`src/rtl/core/brightness_histogram_valley_finder_assert.svh`:
```
// ----------------------------------------------------------------------------
// Assertion macros for the brightness histogram valley finder
// Clocked concurrent assertion wrappers, included by the histogram store.
// ----------------------------------------------------------------------------
`ifndef BRIGHTNESS_HISTOGRAM_VALLEY_FINDER_ASSERT_SVH
`define BRIGHTNESS_HISTOGRAM_VALLEY_FINDER_ASSERT_SVH

// checked outside reset only
`define BHVF_ASSERT(lbl, prop, msg) \
   lbl: assert property (@(posedge clock) disable iff (reset) prop) else $error(msg);

// checked on every edge, reset included
`define BHVF_ASSERT_ALWAYS(lbl, prop, msg) \
   lbl: assert property (@(posedge clock) prop) else $error(msg);

`endif

```
`src/rtl/core/bhvf_pkg.sv`:
```
// ----------------------------------------------------------------------------
// Brightness histogram valley finder package
// Widths, item kinds and the structs passed between the pipeline stages.
// ----------------------------------------------------------------------------
`default_nettype none

package bhvf_pkg;

   localparam int COUNT_WIDTH = 24;
   localparam int NUM_BINS    = 256;
   localparam int BIN_WIDTH   = 8;
   localparam int OUT_WIDTH   = 24;
   localparam int COLOR_WIDTH = 8;
   localparam int KIND_WIDTH  = 2;
   localparam int REQ_WIDTH   = 32;
   localparam int RSP_WIDTH   = 32;

   // floor(s / 3) == (s * 683) >> 11 for every s up to 3 * 255
   localparam int SUM_WIDTH   = 10;
   localparam int DIV3_MUL    = 683;
   localparam int DIV3_SHIFT  = 11;
   localparam int PROD_WIDTH  = 20;

   typedef logic [COUNT_WIDTH-1:0] count_type;
   typedef logic [BIN_WIDTH-1:0]   bin_type;

   typedef enum logic [KIND_WIDTH-1:0] {
      KIND_PIXEL = 2'd0,
      KIND_QUERY = 2'd1,
      KIND_CLEAR = 2'd2
   } kind_type;

   typedef struct packed {
      logic     valid;
      kind_type kind;
      bin_type  bin;
   } issue_type;

   typedef struct packed {
      logic                 valid;
      logic [OUT_WIDTH-1:0] count;
      logic                 valley;
   } result_type;

endpackage

`default_nettype wire

```
`src/rtl/core/bhvf_front.sv`:
```
// ----------------------------------------------------------------------------
// Input stage
// Registers the accepted item and works out the bin it addresses.
// ----------------------------------------------------------------------------
`default_nettype none

module bhvf_front (
   input  logic                                 clock,
   input  logic                                 reset,
   input  logic                                 advance,
   input  logic                                 req_tvalid,
   input  logic [bhvf_pkg::REQ_WIDTH-1:0]       req_tdata,
   input  logic [bhvf_pkg::KIND_WIDTH-1:0]      req_tuser,
   output bhvf_pkg::issue_type                  issue
);
   import bhvf_pkg::*;

   logic                   a_valid_ff, a_valid_in;
   logic [KIND_WIDTH-1:0]  a_kind_ff, a_kind_in;
   logic [COLOR_WIDTH-1:0] a_red_ff, a_red_in;
   logic [COLOR_WIDTH-1:0] a_green_ff, a_green_in;
   logic [COLOR_WIDTH-1:0] a_blue_ff, a_blue_in;
   bin_type                a_index_ff, a_index_in;

   logic [SUM_WIDTH-1:0]   sum;
   logic [PROD_WIDTH-1:0]  prod;
   bin_type                bright;

   always_comb begin
      a_valid_in = a_valid_ff;
      a_kind_in  = a_kind_ff;
      a_red_in   = a_red_ff;
      a_green_in = a_green_ff;
      a_blue_in  = a_blue_ff;
      a_index_in = a_index_ff;
      if (advance) begin
         a_valid_in = req_tvalid;
         a_kind_in  = req_tuser;
         a_red_in   = req_tdata[0 +: COLOR_WIDTH];
         a_green_in = req_tdata[COLOR_WIDTH +: COLOR_WIDTH];
         a_blue_in  = req_tdata[2*COLOR_WIDTH +: COLOR_WIDTH];
         a_index_in = req_tdata[3*COLOR_WIDTH +: BIN_WIDTH];
      end
   end

   always_ff @(posedge clock) begin
      if (reset) begin
         a_valid_ff <= 1'b0;
      end else begin
         a_valid_ff <= a_valid_in;
      end
      a_kind_ff  <= a_kind_in;
      a_red_ff   <= a_red_in;
      a_green_ff <= a_green_in;
      a_blue_ff  <= a_blue_in;
      a_index_ff <= a_index_in;
   end

   // brightness = floor((r + g + b) / 3) by reciprocal multiply
   always_comb begin
      sum    = SUM_WIDTH'(a_red_ff) + SUM_WIDTH'(a_green_ff) + SUM_WIDTH'(a_blue_ff);
      prod   = PROD_WIDTH'(sum) * PROD_WIDTH'(DIV3_MUL);
      bright = prod[DIV3_SHIFT +: BIN_WIDTH];
   end

   always_comb begin
      issue.valid = a_valid_ff;
      issue.kind  = kind_type'(a_kind_ff);
      case (kind_type'(a_kind_ff))
         KIND_PIXEL: issue.bin = bright;
         KIND_QUERY: issue.bin = a_index_ff;
         default:    issue.bin = a_index_ff;
      endcase
   end

endmodule

`default_nettype wire

```
`config.mk`:
```
export PLATFORM = sky130hd
export DESIGN_NAME = bhvf_front
export DESIGN_NICKNAME = d
export VERILOG_FILES = /design/src/rtl/core/brightness_histogram_valley_finder_assert.svh /design/src/rtl/core/bhvf_pkg.sv /design/src/rtl/core/bhvf_front.sv
export SDC_FILE = /design/constraint.sdc
export NUM_CORES = 1
export LEC_CHECK = 0
export BUFFER_PORTS_ARGS = -buffer_cell sky130_fd_sc_hd__buf_2
export CORE_MARGIN = 2
export CORE_UTILIZATION = 55
export DETAILED_ROUTE_END_ITERATION = 8
export PLACE_DENSITY = 0.73
export SKIP_LAST_GASP = 1
export SYNTH_ARGS = -nofsm -noshare
export SYNTH_HDL_FRONTEND = slang
export SYNTH_SLANG_ARGS = --single-unit
```
`constraint.sdc`:
```
create_clock -name clock -period 7.3 [get_ports clock]
set_input_delay 0.73 -clock clock [delete_from_list [all_inputs] [get_ports clock]]
set_output_delay 0.73 -clock clock [all_outputs]
set_load 0.05 [all_outputs]
```
### Yosys cells after proc, flatten, opt, wreduce, memory -nomap -nowiden

Index checks and enable logic that the tools add are counted.

| word-level totals | value |
|---|---|
| output and inout bits | 11 |
| logic and storage cells | 11 |
| input bits | 38 |
| register bits after elaboration | 35 |

| cells by class | value |
|---|---|
| muxes and demuxes | 1 |
| add/subtract/negate cells | 2 |
| reduce and logical (&&, ||, !) cells | 1 |
| multiply operators | 1 |

Operator list:

| operator | count |
|---|---|
| multiplier 10 x 10 -> 19 bit, second input constant | 1 |
| adder 9 x 8 -> 10 bit | 1 |
| adder 8 x 8 -> 9 bit | 1 |
| two-way mux 8 bit | 1 |
| zero test 2 bit | 1 |

### Logic depth before layout (Yosys ltp)

| depth | value |
|---|---|
| depth in word-level cells | 4 |
| depth in mapped cells | 27 |
| gate-level depth less buffers | 27 |

### Worst setup path before layout

No wires, ideal clock.

| timing path | value |
|---|---|
| path kind | register to output |
| start point | register a_green_ff[1] |
| end point | output issue[7] (netlist name) |
| data arrival time | 6.548 ns |
| data required time | 6.570 ns |
| buffers on the path | 0 |
| slack | 0.022 ns |
| stages on the path, launching flop included | 28 |
| cell sequence | edfxtp_1 inv_1 fa_1 inv_1 ha_1 inv_1 fa_1 nor2b_2 o31ai_2 nand2b_1 a21oi_2 xnor2_2 xnor2_1 ha_1 inv_1 fa_1 inv_1 fa_1 inv_1 fa_1 inv_1 ha_1 a21oi_1 o21ai_1 a22o_4 o311ai_1 a21oi_1 o31ai_1 |

RTL lines:

| what | line | source |
|---|---|---|
| start: declaration | bhvf_front.sv:21 | `logic [COLOR_WIDTH-1:0] a_green_ff, a_green_in;` |
| start signal: assignment | bhvf_front.sv:54 | `a_green_ff <= a_green_in;` |
| end: declaration | bhvf_front.sv:14 | `output bhvf_pkg::issue_type issue` |

==> results.md <==
* Status: finished clean
* Hold Path Class: register to register
* WP data required at 6570 ps
* Floorplan core area at 0.00596 mm2
* Maxcap violations at 0
* Antenna cells at 0
* TritonCTS buffer count at 5
* CP max FO at 4
* Worst Path Arrival at approximately 6300 ps
* Final worst-path cycle share at 96.4%
* Height of the die at around 83 um
* Antenna violation net count after detailed routing at 0
* WL/cell at 14.7 um
* WHS Endpoint: a_valid_ff
* Register area share after synthesis at 30.7%
* Post-DP HPWL at between 5000 and 6000 um
* Highest Clock Rate at 142 MHz
* Post-Syn Instances at 300
* Final Cell Area at ~0.0040 mm2
* Die Area at ~0.007 mm2
* Most frequent cells after synthesis: ha_1, inv_1, edfxtp_1, fa_1, a21oi_1
* Width of the die at 82.5 um
* Area leader, netlist: edfxtp_1
* Clock tree from TritonCTS: yes
* Fin. max-slew vios at 0
* Period minus WS final at 7040 ps
* Reg2Reg Capture Point: a_valid_ff
* Final Skew at 0 ps
* Initial Util at between 50% and 60%
* Most frequent cell after synthesis: ha_1
* Mapped Area at 0.00339 mm2
* Async SR Flop Fraction at 0%
* Register area at 0.00104 mm2
* Netlist cell types at between 40 and 50
* DR pass1 iterations at 4
* Final hold violation count at 0
* Largest net degree at the start of global routing at 36
* Port Buf Inserts at 48
* Top Ports at 49
* Hold Startpoint: a_valid_ff
* Area grow syn2layout at 18.5%
* Yosys top cell area share at 30.1%
* Worst Setup End Kind: output port
* Hold Crit Depth at 2
* Warning count from the yosys run at 0
* Setup violators final at 0
* Fin nets at ~490
* Share of layout cells above drive strength 1 at 25.6%
* Flop and latch count out of synthesis at 35
* DRT Wirelength at 6380 um
* First-pass GRT wire length at 9890 um
* Max Buffers Root-to-Sink at 2
* Clk_lat worst skew at about 280 ps
* Vias in the first global route at approximately 2,200
* RR Startpoint: a_valid_ff
* Fill cell count at 477
* Row cnt at 28
* Initial antenna violation count at 0
* Max-slew headroom at approximately half
* Remaining Overflow, GRT at 0
* Vias at 2,330
* Root buffer cell: clkbuf_8
* Worst setup SP type: register
* H-tree Lvls at 2
* GRT Util Overall at 19.6%
* Clock-pin transition on the worst setup and hold timing paths at about 60 ps
* R2r worst-path depth at 2
* Reg-to-reg slack, setup at 6730 ps
* Final GP Congestion at 0.917
* Drc violations at 0
* Syn nets at 430
* Syn Area/Cell at 11.3 um2
* Crit path kind: register to output port
* Multi-input gate area at 0.00226 mm2
* Top FF cell, synth: edfxtp_1
* EDFF count, synth at 34
* Via/cell ratio at 5.37
* Initial DRC count at around 110
* Clock Sinks at 35
* Largest cells by area after synthesis: edfxtp_1, ha_1, fa_1
* Area after DPL at 0.00373 mm2
* Cts hold-fix bufs at 0
* Slew of the pin with the lowest slew margin at 749 ps
==> worst max-delay path: stages, from the launching register on <==
cell,delay (ps)
edfxtp_1,380
inv_1,80
fa_1,400
inv_1,70
ha_2,170
inv_1,60
fa_2,410
nor2b_4,160
o31ai_4,80
a211o_4,370
inv_1,120
ha_1,250
ha_1,340
inv_1,80
fa_1,530
inv_1,60
fa_1,480
ha_1,360
ha_4,310
a21oi_4,50
o21ai_0,130
o211a_1,290
nor2_2,100
or4_1,500
nand3_2,110
buf_8,150
==> logic make-up (layout without fill, tap and decap cells) <==
| family | count (synthesis) | after routing | share of synthesized area, % |
|---|---|---|---|
| compound gates | 51 | 51 | 10.8 |
| xor+xnor | 17 | 17 | 4.61 |
| fa+ha+maj | 92 | 92 | 40.2 |
| buf+inv | 61 | 120 | 6.87 |
| flops | 35 | 35 | 30.7 |
| mux | 1 | 1 | 0.295 |
| simple gates | 43 | 43 | 6.57 |
==> worst max path at each step <==
stage               cells after the start  endpoint     startpoint  slack [ps]
finish                                 25  issue[6]   a_blue_ff[1]         260
global route                           28  issue[6]   a_blue_ff[1]         -50
CTS                                    25  issue[7]   a_blue_ff[1]          20
detailed placement                     25  issue[7]   a_blue_ff[1]         370
global placement                       25  issue[7]   a_blue_ff[1]         500
floorplan                              27  issue[7]  a_green_ff[1]          20
==> what timing repair did <==
action | 4_1_cts | 5_1_grt
gates resized for setup | 0 | 37
buffers inserted | 0 | 3
endpoints found under the setup margin | 0 | 8
==> routing by layer <==
layer  part of all wire (%)  track usage, %  routed length (um)  vias to the layer above
li1                       -               -                   -                     1156
met1                     46            27.3                2940                     1113
met2                     48            31.5                3070                       54
met3                    4.8            3.80                 308                        7
met4                   0.96            5.25                  61                        0
met5                      0               0                   0                        -
==> cell usage in the layout, fill, tap and decap left out, drive strengths merged, types with 2 or more instances in the layout <==
master / count
o21ai: 6
buf: 54
and3: 3
inv: 58
o21bai: 4
fa: 28
nor2: 10
o211ai: 3
o31ai: 6
xor2: 5
and2: 2
nand4: 3
a211o: 2
clkbuf: 6
nor3: 5
ha: 64
nand2: 10
a21o: 3
o21a: 3
a21oi: 17
o2111ai: 2
edfxtp: 34
xnor2: 12
nand3: 6
==> final cells by class <==
class / instances / area share, %
multi-input cells: 204 / 56.4
flip-flops and latches: 35 / 25.9
repair buffers: 54 / 7.79
inverters: 58 / 5.42
well taps: 75 / 2.34
clock buffers: 6 / 1.81
clock inverters: 2 / 0.312
==> metrics by stage <==
stage	util [%]	setup TNS, ps	setup slack, ps	hold slack, ps	instances
finish	67.4	0	263	491	434
global placement	62.6	0	495	475	423
global route	67.4	-71.7	-46.3	567	434
floorplan	-	0	21.8	462	300
CTS	64.1	0	23.4	498	431
detailed placement	62.6	0	369	483	423
==> registers in the layout, indices dropped and copies added (netlist names) <==
register	flops
a_green_ff	8
a_kind_ff	2
a_valid_ff	1
a_red_ff	8
a_index_ff	8
a_blue_ff	8
Power is not shown: default switching activity piles up to over one toggle a cycle in this logic, so the estimate is an artifact.
